### config.mk
export PLATFORM = sky130hd
export DESIGN_NAME = heightmap_token_parser
export DESIGN_NICKNAME = d
export VERILOG_FILES = /design/src/hmtp_pkg.sv /design/src/heightmap_token_parser.sv /design/src/hmtp_in_stage.sv /design/src/hmtp_core.sv /design/src/hmtp_out_stage.sv
export SDC_FILE = /design/constraint.sdc
export NUM_CORES = 1
export LEC_CHECK = 0
export BUFFER_PORTS_ARGS = -buffer_cell sky130_fd_sc_hd__buf_2
export CAP_MARGIN = 40
export CORE_MARGIN = 5
export CORE_UTILIZATION = 40
export CTS_CLUSTER_SIZE = 25
export DETAILED_ROUTE_END_ITERATION = 7
export HOLD_SLACK_MARGIN = 0.05
export MAX_ROUTING_LAYER = met4
export PLACE_DENSITY = 0.56
export SYNTH_ARGS = -nofsm -noshare
export SYNTH_HDL_FRONTEND = slang
export SYNTH_HIERARCHICAL = 1
export SYNTH_SLANG_ARGS = --single-unit
### constraint.sdc
create_clock -name i_clk -period 7.1 [get_ports i_clk]
set_input_delay 1.065 -clock i_clk [delete_from_list [all_inputs] [get_ports i_clk]]
set_output_delay 1.065 -clock i_clk [all_outputs]
set_load 0.005 [all_outputs]
### src/hmtp_pkg.sv
// Shared types and constants for the height map token parser.
// No dependencies; used by every module in src.
`timescale 1ns / 1ps
`default_nettype none

package hmtp_pkg;

    // Field widths
    localparam int COORD_BITS  = 12;
    localparam int HEIGHT_BITS = 16;
    localparam int BYTE_BITS   = 8;
    localparam int CHAN_BITS   = 8;

    // Result payload packing on the master side
    localparam int DATA_BITS  = 2 * COORD_BITS + HEIGHT_BITS + 3 * CHAN_BITS;
    localparam int TDATA_BITS = ((DATA_BITS + 7) / 8) * 8;
    localparam int TUSER_BITS = 2;

    // One parsed token
    typedef struct packed {
        logic [COORD_BITS-1:0]         column;
        logic [COORD_BITS-1:0]         row;
        logic signed [HEIGHT_BITS-1:0] height;
        logic [CHAN_BITS-1:0]          red;
        logic [CHAN_BITS-1:0]          green;
        logic [CHAN_BITS-1:0]          blue;
        logic                          color_given;
        logic                          format_error;
    } t_result;

endpackage

`default_nettype wire

### src/heightmap_token_parser.sv
// Height map token parser: one text byte in per cycle, one token out when it closes.
// A closing byte (space, newline or end of input) waits in the input register once
// accepted, then parses straight into the result register.
// Throughput: one byte per cycle; a stall happens only when a result is due while the
// result register is still held by the master side.
// Reset (i_rst_n low, synchronous): counters zero, parser between tokens, both
// stages empty.
// Depends on hmtp_pkg, hmtp_in_stage, hmtp_core, hmtp_out_stage.
`timescale 1ns / 1ps
`default_nettype none

module heightmap_token_parser (
    input  wire logic                             i_clk,
    input  wire logic                             i_rst_n,
    // Slave side: one character request
    input  wire logic                             s_axis_tvalid,
    output logic                                  s_axis_tready,
    input  wire logic [hmtp_pkg::BYTE_BITS-1:0]   s_axis_tdata,  // [7:0] byte_req
    input  wire logic                             s_axis_tlast,  // end_of_input
    // Master side: one token
    output logic                                  m_axis_tvalid,
    input  wire logic                             m_axis_tready,
    // column, row, height, red, green, blue from bit 0 up, zero padded
    output logic [hmtp_pkg::TDATA_BITS-1:0]       m_axis_tdata,
    // [0] color_given, [1] format_error
    output logic [hmtp_pkg::TUSER_BITS-1:0]       m_axis_tuser
);

    logic                          in_valid;
    logic [hmtp_pkg::BYTE_BITS-1:0] in_byte;
    logic                          in_last;
    logic                          fire;
    logic                          emit;
    logic                          out_free;
    hmtp_pkg::t_result             core_result;
    hmtp_pkg::t_result             out_result;

    // Consume the held byte unless it closes a token and the result slot is busy
    assign fire = in_valid && (!emit || out_free);

    hmtp_in_stage u_in (
        .i_clk     (i_clk),
        .i_rst_n   (i_rst_n),
        .i_s_valid (s_axis_tvalid),
        .o_s_ready (s_axis_tready),
        .i_s_byte  (s_axis_tdata),
        .i_s_last  (s_axis_tlast),
        .i_take    (fire),
        .o_valid   (in_valid),
        .o_byte    (in_byte),
        .o_last    (in_last)
    );

    hmtp_core u_core (
        .i_clk    (i_clk),
        .i_rst_n  (i_rst_n),
        .i_fire   (fire),
        .i_byte   (in_byte),
        .i_last   (in_last),
        .o_emit   (emit),
        .o_result (core_result)
    );

    hmtp_out_stage u_out (
        .i_clk     (i_clk),
        .i_rst_n   (i_rst_n),
        .i_load    (fire && emit),
        .i_result  (core_result),
        .o_free    (out_free),
        .o_m_valid (m_axis_tvalid),
        .i_m_ready (m_axis_tready),
        .o_result  (out_result)
    );

    // Pack the result fields, first field in the lowest bits
    always_comb begin
        m_axis_tdata = '0;
        m_axis_tdata[hmtp_pkg::DATA_BITS-1:0] = {
            out_result.blue,
            out_result.green,
            out_result.red,
            out_result.height,
            out_result.row,
            out_result.column
        };
    end

    assign m_axis_tuser = {out_result.format_error, out_result.color_given};

endmodule

`default_nettype wire

### src/hmtp_in_stage.sv
// Input register for the character stream: holds one byte request.
// Depends on hmtp_pkg for the byte width.
`timescale 1ns / 1ps
`default_nettype none

module hmtp_in_stage (
    input  wire logic                          i_clk,
    input  wire logic                          i_rst_n,
    input  wire logic                          i_s_valid,
    output logic                               o_s_ready,
    input  wire logic [hmtp_pkg::BYTE_BITS-1:0] i_s_byte,
    input  wire logic                          i_s_last,
    input  wire logic                          i_take,
    output logic                               o_valid,
    output logic [hmtp_pkg::BYTE_BITS-1:0]     o_byte,
    output logic                               o_last
);

    logic                          r_valid;
    logic [hmtp_pkg::BYTE_BITS-1:0] r_byte;
    logic                          r_last;

    // Free when empty or when the held request is consumed this cycle
    assign o_s_ready = !r_valid || i_take;

    // Valid flag
    always_ff @(posedge i_clk) begin
        if (!i_rst_n) begin
            r_valid <= 1'b0;
        end else if (o_s_ready) begin
            r_valid <= i_s_valid;
        end
    end

    // Payload
    always_ff @(posedge i_clk) begin
        if (o_s_ready && i_s_valid) begin
            r_byte <= i_s_byte;
            r_last <= i_s_last;
        end
    end

    assign o_valid = r_valid;
    assign o_byte  = r_byte;
    assign o_last  = r_last;

endmodule

`default_nettype wire

### src/hmtp_core.sv
// Token parser state machine: counters, accumulators and result formatting.
// Depends on hmtp_pkg for widths and the t_result type.
`timescale 1ns / 1ps
`default_nettype none

module hmtp_core (
    input  wire logic                          i_clk,
    input  wire logic                          i_rst_n,
    input  wire logic                          i_fire,
    input  wire logic [hmtp_pkg::BYTE_BITS-1:0] i_byte,
    input  wire logic                          i_last,
    output logic                               o_emit,
    output hmtp_pkg::t_result                  o_result
);

    localparam int CB = hmtp_pkg::COORD_BITS;
    localparam int HB = hmtp_pkg::HEIGHT_BITS;
    localparam int SB = HB + 4;     // width of mag * 10 + digit

    localparam logic [HB-1:0] LIM     = HB'(1) << (HB - 1);
    localparam logic [HB-1:0] POS_MAX = LIM - HB'(1);

    // Character codes
    localparam logic [7:0] CH_SPACE = 8'h20;
    localparam logic [7:0] CH_LF    = 8'h0A;
    localparam logic [7:0] CH_MINUS = 8'h2D;
    localparam logic [7:0] CH_PLUS  = 8'h2B;
    localparam logic [7:0] CH_COMMA = 8'h2C;
    localparam logic [7:0] CH_0     = 8'h30;
    localparam logic [7:0] CH_9     = 8'h39;
    localparam logic [7:0] CH_UA    = 8'h41;
    localparam logic [7:0] CH_UF    = 8'h46;
    localparam logic [7:0] CH_LA    = 8'h61;
    localparam logic [7:0] CH_LF_HEX = 8'h66;
    localparam logic [7:0] OFS_DIG  = 8'd48;
    localparam logic [7:0] OFS_UP   = 8'd55;
    localparam logic [7:0] OFS_LOW  = 8'd87;

    localparam logic [2:0] HEX_FULL = 3'd6;
    localparam logic [2:0] HEX_OVER = 3'd7;
    localparam logic [2:0] HEX_MID  = 3'd4;
    localparam logic [2:0] HEX_LOW  = 3'd2;

    typedef enum logic [2:0] {
        PH_IDLE,
        PH_DIG,
        PH_TAIL,
        PH_SKIP1,
        PH_SKIP2,
        PH_HEX
    } t_phase;

    t_phase         r_phase, n_phase;
    logic [CB-1:0]  r_col, n_col;
    logic [CB-1:0]  r_row, n_row;
    logic [HB-1:0]  r_mag, n_mag;
    logic           r_neg, n_neg;
    logic [23:0]    r_color, n_color;
    logic [2:0]     r_hex_cnt, n_hex_cnt;
    logic           r_err, n_err;

    // Hex decode: bit 4 flags a valid digit
    function automatic logic [4:0] hex_decode(input logic [7:0] c);
        logic [7:0] v;
        v = 8'd0;
        if (c >= CH_0 && c <= CH_9) begin
            v = c - OFS_DIG;
            return {1'b1, v[3:0]};
        end else if (c >= CH_UA && c <= CH_UF) begin
            v = c - OFS_UP;
            return {1'b1, v[3:0]};
        end else if (c >= CH_LA && c <= CH_LF_HEX) begin
            v = c - OFS_LOW;
            return {1'b1, v[3:0]};
        end
        return 5'd0;
    endfunction

    logic           is_digit;
    logic [3:0]     digit;
    logic [SB-1:0]  dec_sum;
    logic [4:0]     hex;
    logic           token_open;
    logic [CB-1:0]  col_inc;
    logic [CB-1:0]  row_inc;

    assign is_digit   = (i_byte >= CH_0) && (i_byte <= CH_9);
    assign digit      = i_byte[3:0];
    assign hex        = hex_decode(i_byte);
    assign token_open = (r_phase != PH_IDLE);
    assign col_inc    = (&r_col) ? r_col : r_col + CB'(1);
    assign row_inc    = (&r_row) ? r_row : r_row + CB'(1);
    // mag * 10 + digit as 8 * mag + 2 * mag + digit
    assign dec_sum    = {1'b0, r_mag, 3'b000} + {3'b000, r_mag, 1'b0} + SB'(digit);

    // Result formatting from the current token state
    logic [HB-1:0] mag_out;
    logic [23:0]   col_val;
    logic [2:0]    col_n;
    logic          err_out;
    always_comb begin
        mag_out = r_mag;
        err_out = r_err;
        if (!r_neg && r_mag >= LIM) begin
            mag_out = POS_MAX;
            err_out = 1'b1;
        end
        col_val = r_color;
        col_n   = r_hex_cnt;
        if (r_hex_cnt == HEX_OVER) begin
            col_n = HEX_FULL;
        end else if (r_hex_cnt[0]) begin
            col_val = r_color >> 4;
            col_n   = r_hex_cnt - 3'd1;
        end
        o_result.column = r_col;
        o_result.row    = r_row;
        o_result.height = r_neg ? (HB'(0) - mag_out) : mag_out;
        if (r_phase == PH_SKIP1 || r_phase == PH_SKIP2 || r_phase == PH_HEX) begin
            o_result.color_given  = 1'b1;
            o_result.format_error = err_out || (r_hex_cnt == HEX_OVER);
            o_result.red   = (col_n == HEX_FULL) ? col_val[23:16] : 8'd0;
            o_result.green = (col_n >= HEX_MID)  ? col_val[15:8]  : 8'd0;
            o_result.blue  = (col_n >= HEX_LOW)  ? col_val[7:0]   : 8'd0;
        end else begin
            o_result.color_given  = 1'b0;
            o_result.format_error = err_out;
            o_result.red   = 8'hFF;
            o_result.green = 8'hFF;
            o_result.blue  = 8'hFF;
        end
    end

    // Next state for one character
    always_comb begin
        n_phase   = r_phase;
        n_col     = r_col;
        n_row     = r_row;
        n_mag     = r_mag;
        n_neg     = r_neg;
        n_color   = r_color;
        n_hex_cnt = r_hex_cnt;
        n_err     = r_err;
        o_emit    = 1'b0;
        if (i_last) begin
            // End of file: flush and return to reset
            o_emit    = token_open;
            n_phase   = PH_IDLE;
            n_col     = '0;
            n_row     = '0;
            n_mag     = '0;
            n_neg     = 1'b0;
            n_color   = '0;
            n_hex_cnt = '0;
            n_err     = 1'b0;
        end else if (i_byte == CH_SPACE || i_byte == CH_LF) begin
            o_emit = token_open;
            if (token_open) begin
                n_phase   = PH_IDLE;
                n_mag     = '0;
                n_neg     = 1'b0;
                n_color   = '0;
                n_hex_cnt = '0;
                n_err     = 1'b0;
                n_col     = col_inc;
            end
            if (i_byte == CH_LF) begin
                n_col = '0;
                n_row = row_inc;
            end
        end else begin
            unique case (r_phase)
                PH_IDLE: begin
                    n_mag     = '0;
                    n_neg     = 1'b0;
                    n_color   = '0;
                    n_hex_cnt = '0;
                    n_err     = 1'b0;
                    if (i_byte == CH_MINUS) begin
                        n_neg   = 1'b1;
                        n_phase = PH_DIG;
                    end else if (i_byte == CH_PLUS) begin
                        n_phase = PH_DIG;
                    end else if (is_digit) begin
                        n_mag   = HB'(digit);
                        n_phase = PH_DIG;
                    end else if (i_byte == CH_COMMA) begin
                        n_phase = PH_SKIP1;
                    end else begin
                        n_phase = PH_TAIL;
                    end
                end
                PH_DIG: begin
                    if (is_digit) begin
                        // Magnitude saturates at 2^(HB-1)
                        if (dec_sum > SB'(LIM)) begin
                            n_mag = LIM;
                            n_err = 1'b1;
                        end else begin
                            n_mag = dec_sum[HB-1:0];
                        end
                    end else if (i_byte == CH_COMMA) begin
                        n_phase = PH_SKIP1;
                    end else begin
                        n_phase = PH_TAIL;
                    end
                end
                PH_TAIL: begin
                    if (i_byte == CH_COMMA) begin
                        n_phase = PH_SKIP1;
                    end
                end
                PH_SKIP1: n_phase = PH_SKIP2;
                PH_SKIP2: n_phase = PH_HEX;
                PH_HEX: begin
                    if (hex[4]) begin
                        if (r_hex_cnt < HEX_FULL) begin
                            n_color = {r_color[19:0], hex[3:0]};
                        end
                        if (r_hex_cnt < HEX_OVER) begin
                            n_hex_cnt = r_hex_cnt + 3'd1;
                        end
                    end
                end
                default: n_phase = PH_IDLE;
            endcase
        end
    end

    // State registers, advanced once per consumed character
    always_ff @(posedge i_clk) begin
        if (!i_rst_n) begin
            r_phase   <= PH_IDLE;
            r_col     <= '0;
            r_row     <= '0;
            r_mag     <= '0;
            r_neg     <= 1'b0;
            r_color   <= '0;
            r_hex_cnt <= '0;
            r_err     <= 1'b0;
        end else if (i_fire) begin
            r_phase   <= n_phase;
            r_col     <= n_col;
            r_row     <= n_row;
            r_mag     <= n_mag;
            r_neg     <= n_neg;
            r_color   <= n_color;
            r_hex_cnt <= n_hex_cnt;
            r_err     <= n_err;
        end
    end

endmodule

`default_nettype wire

### src/hmtp_out_stage.sv
// Result register on the master side; holds one token until taken.
// Depends on hmtp_pkg for the t_result type.
`timescale 1ns / 1ps
`default_nettype none

module hmtp_out_stage (
    input  wire logic              i_clk,
    input  wire logic              i_rst_n,
    input  wire logic              i_load,
    input  wire hmtp_pkg::t_result i_result,
    output logic                   o_free,
    output logic                   o_m_valid,
    input  wire logic              i_m_ready,
    output hmtp_pkg::t_result      o_result
);

    logic              r_valid;
    hmtp_pkg::t_result r_result;

    // Can load when empty or the held result leaves this cycle
    assign o_free = !r_valid || i_m_ready;

    always_ff @(posedge i_clk) begin
        if (!i_rst_n) begin
            r_valid <= 1'b0;
        end else if (o_free) begin
            r_valid <= i_load;
        end
    end

    always_ff @(posedge i_clk) begin
        if (o_free && i_load) begin
            r_result <= i_result;
        end
    end

    assign o_m_valid = r_valid;
    assign o_result  = r_result;

endmodule

`default_nettype wire
==> run summary <==
Sink Count -> 149
Final Hold Fails -> 0
asr flop ratio synth -> 0%
Worst EP arrival -> 4300 ps
Mapped Area -> 8040 um^2
Placed Area -> 8720 um^2
Setup violations, final -> 0
status -> completed
Vias -> 6,135
DR DRC count -> 0
GP Congestion -> 0.831
part of the power in the clock network -> 47.5%
# nets final -> 939
later-pin clock latency in the skew report -> 420 ps
Worst Path Max Fanout -> 13
cts bufs inserted -> 17
maximum VDD drop -> 157 uV
post-synth cell types -> 86
Pins Over Slew Limit -> 0
R2R cell count -> 12
number of global-route vias before repair -> 5,755
CP startpoint kind -> flip-flop
Rel. slew slack -> 42.3%
minimum clock period -> 3980 ps
Combinational Power Share -> 4.2%
largest net degree at the start of global routing -> 67
Post-CTS Resized -> 0
Vias/cell -> 5.29
remaining global-route overflow -> 0
commonest non-fill, non-tap cell in the layout -> buf_2
commonest non-fill, non-tap cells in the layout -> buf_2 (80), edfxtp_1 (75), dfxtp_1 (74)
WL final -> 17,800 um
worst-margin pin slew -> 865 ps
Critical Path Source -> u_core/r_mag[2]
WL per Instance -> 15.3 um
critical path required time -> 7430 ps
Initial DRT Pass Iterations -> 5
Final ANT Viol Nets -> 0
Warnings, synthesis -> 6
sw frac -> 22.9%
crit end category -> flip-flop
Sequential Power Share -> 48.3%
gr usage total -> 16.3%
Syn Area/Cell -> 9.92 um^2
Die Area -> 23,000 um^2
Worst R2R Start -> u_core/r_mag[2]
post-CTS setup buffers -> 0
CTS tree -> built
Main synth FF type -> edfxtp_1
setup TNS -> 0 ps
Clock Path Buffers -> 2
Lkg Pwr -> 0.00344 uW
share of cells above drive strength 1 -> 17.5%
# port buffers -> 80
Max Freq -> 251 MHz
area growth from synthesis to layout -> 15.9%
pwr dens -> 204 nW/um^2
Horiz. Die Dim -> 152 um
CTS root buffer -> clkbuf_16
unrepaired setup endpoints after global routing -> false
Filler cells -> 1,909
Final Cycle Share -> 56.0%
HPWL Detailed -> 13,000 um
first-pass GRT wire length -> 29,400 um
max cap viols -> 0
Post-Syn Instances -> 810
clk_skew -> 8.07 ps
hold path start -> u_core/r_col[10]
Core Area -> 19,700 um^2
HP Class -> flip-flop to flip-flop
antenna cells -> 0
WHS Path Cells -> 0
sequential element share of the synthesized area -> 46.5%
Post-CTS Hold Buffers -> 0
P_int -> 1460 uW
Starting DRT DRC Count -> 327
Clock transition at path regs -> 60 ps
Die Y-Extent -> 152 um
Post-synth EDFFs -> 75
switching power total -> 433 uW
post-synthesis net count -> 867
Yosys reg bits -> 149
row count -> 51
# IOs -> 81
H-tree levels -> 4
CP Class -> flip-flop to flip-flop
initial core utilization -> 40.9%
design area -> 9320 um^2
initial antenna violation count -> 0
-- metrics by stage --
step                      power, uW  utilization [%]  std cells  hold slack, ps  worst slack (ps)
after floorplan                 989                -        810             408              3750
final                          1900             47.4       1160             447              3120
after detailed placement       1020             44.4       1128             433              3130
after CTS                      1920             47.4       1160             448              3120
after global routing           1970             47.4       1160             457              2790
after global placement         1010             44.1       1125             418              3210
-- path summary, 6_finish.rpt --
path                   endpoint  slack, ps
max            u_core/r_mag[11]       3120
max reg2reg    u_core/r_mag[11]       3120
min reg2reg  u_out/o_result[64]        450
min          u_out/o_result[64]        450
-- area by class of cell --
type	instances	area, um^2	area share [%]
multi-input combinational	593	4040	43.4
sequential	149	3730	40.1
timing repair buffer	90	498	5.35
clock buffer	18	429	4.61
tap	265	332	3.56
clock inverter	14	166	1.79
inverter	31	116	1.25
-- registers in the layout, indices dropped and copies added (netlist names), 3 cells and up --
signal            count
u_out/o_result       66
u_core/r_color       24
u_core/r_mag         16
u_core/r_col         12
u_core/r_row         12
u_in/o_byte           8
u_core/r_hex_cnt      3
u_core/r_phase        3
-- power groups by stage --
stage / Combinational [uW] / Clock (uW) / Sequential (uW)
final: 79.6 / 901 / 917
after global routing: 88.0 / 966 / 917
after CTS: 80.5 / 921 / 916
after detailed placement: 80.0 / 0 / 935
after global placement: 78.7 / 0 / 935
after floorplan: 58.4 / 0 / 930
-- metal layers --
layer | wire length, um | track usage [%] | vias up
li1 | - | - | 3152
met1 | 9110 | 23.5 | 2840
met2 | 7620 | 23.5 | 127
met3 | 836 | 3.24 | 16
met4 | 199 | 4.09 | 0
met5 | 0 | - | -
-- worst max-delay path, cell delays in order, from the launching register on --
cell and delay (ps):
dfxtp_1 490, inv_1 140, fa_1 560, inv_1 70, ha_1 320, a211oi_2 240
o21ai_1 190, a31o_1 280, a2111oi_0 360, or3_1 160, and4_1 300, nand4_2 420
o31ai_1 350
-- Yosys cell counts (all sizes together), types with 4 or more instances --
master / instances / share of area, %
nor2: 53 / 2.6
a21boi: 37 / 3.5
nor2b: 6 / 0.47
ha: 42 / 6.5
nor4: 8 / 0.70
a21oi: 41 / 2.6
nand2b: 4 / 0.50
buf: 12 / 0.83
nand3b: 4 / 0.37
o21ai: 77 / 4.8
dfxtp: 74 / 18
xnor2: 15 / 1.6
and2: 10 / 0.84
nand3: 33 / 2.1
mux2i: 25 / 3.1
or3: 15 / 1.3
nand4: 13 / 1.1
or2: 4 / 0.31
nor3: 21 / 1.6
clkbuf: 25 / 1.2
o21bai: 4 / 0.56
o21a: 7 / 0.65
a21o: 8 / 0.75
and3: 9 / 0.72
xor2: 14 / 1.5
o31ai: 10 / 1.5
edfxtp: 75 / 28
nand2: 71 / 3.3
inv: 31 / 1.4
a31oi: 11 / 0.86
nor4b: 4 / 0.51
-- kinds of logic (layout without fill, tap and decap cells) --
group                    count (synthesis)  after routing  share of synthesized area (%)
buffers and inverters                   68            153                           3.44
adder cells (fa/ha/maj)                 44             44                           7.04
AO/OA/AOI/OAI                          227            227                           18.9
multiplexers                            26             26                           3.25
AND/OR/NAND/NOR                        267            267                           17.7
XOR/XNOR                                29             29                           3.16
flip-flops                             149            149                           46.5
Power figures use the tool's default switching activity.
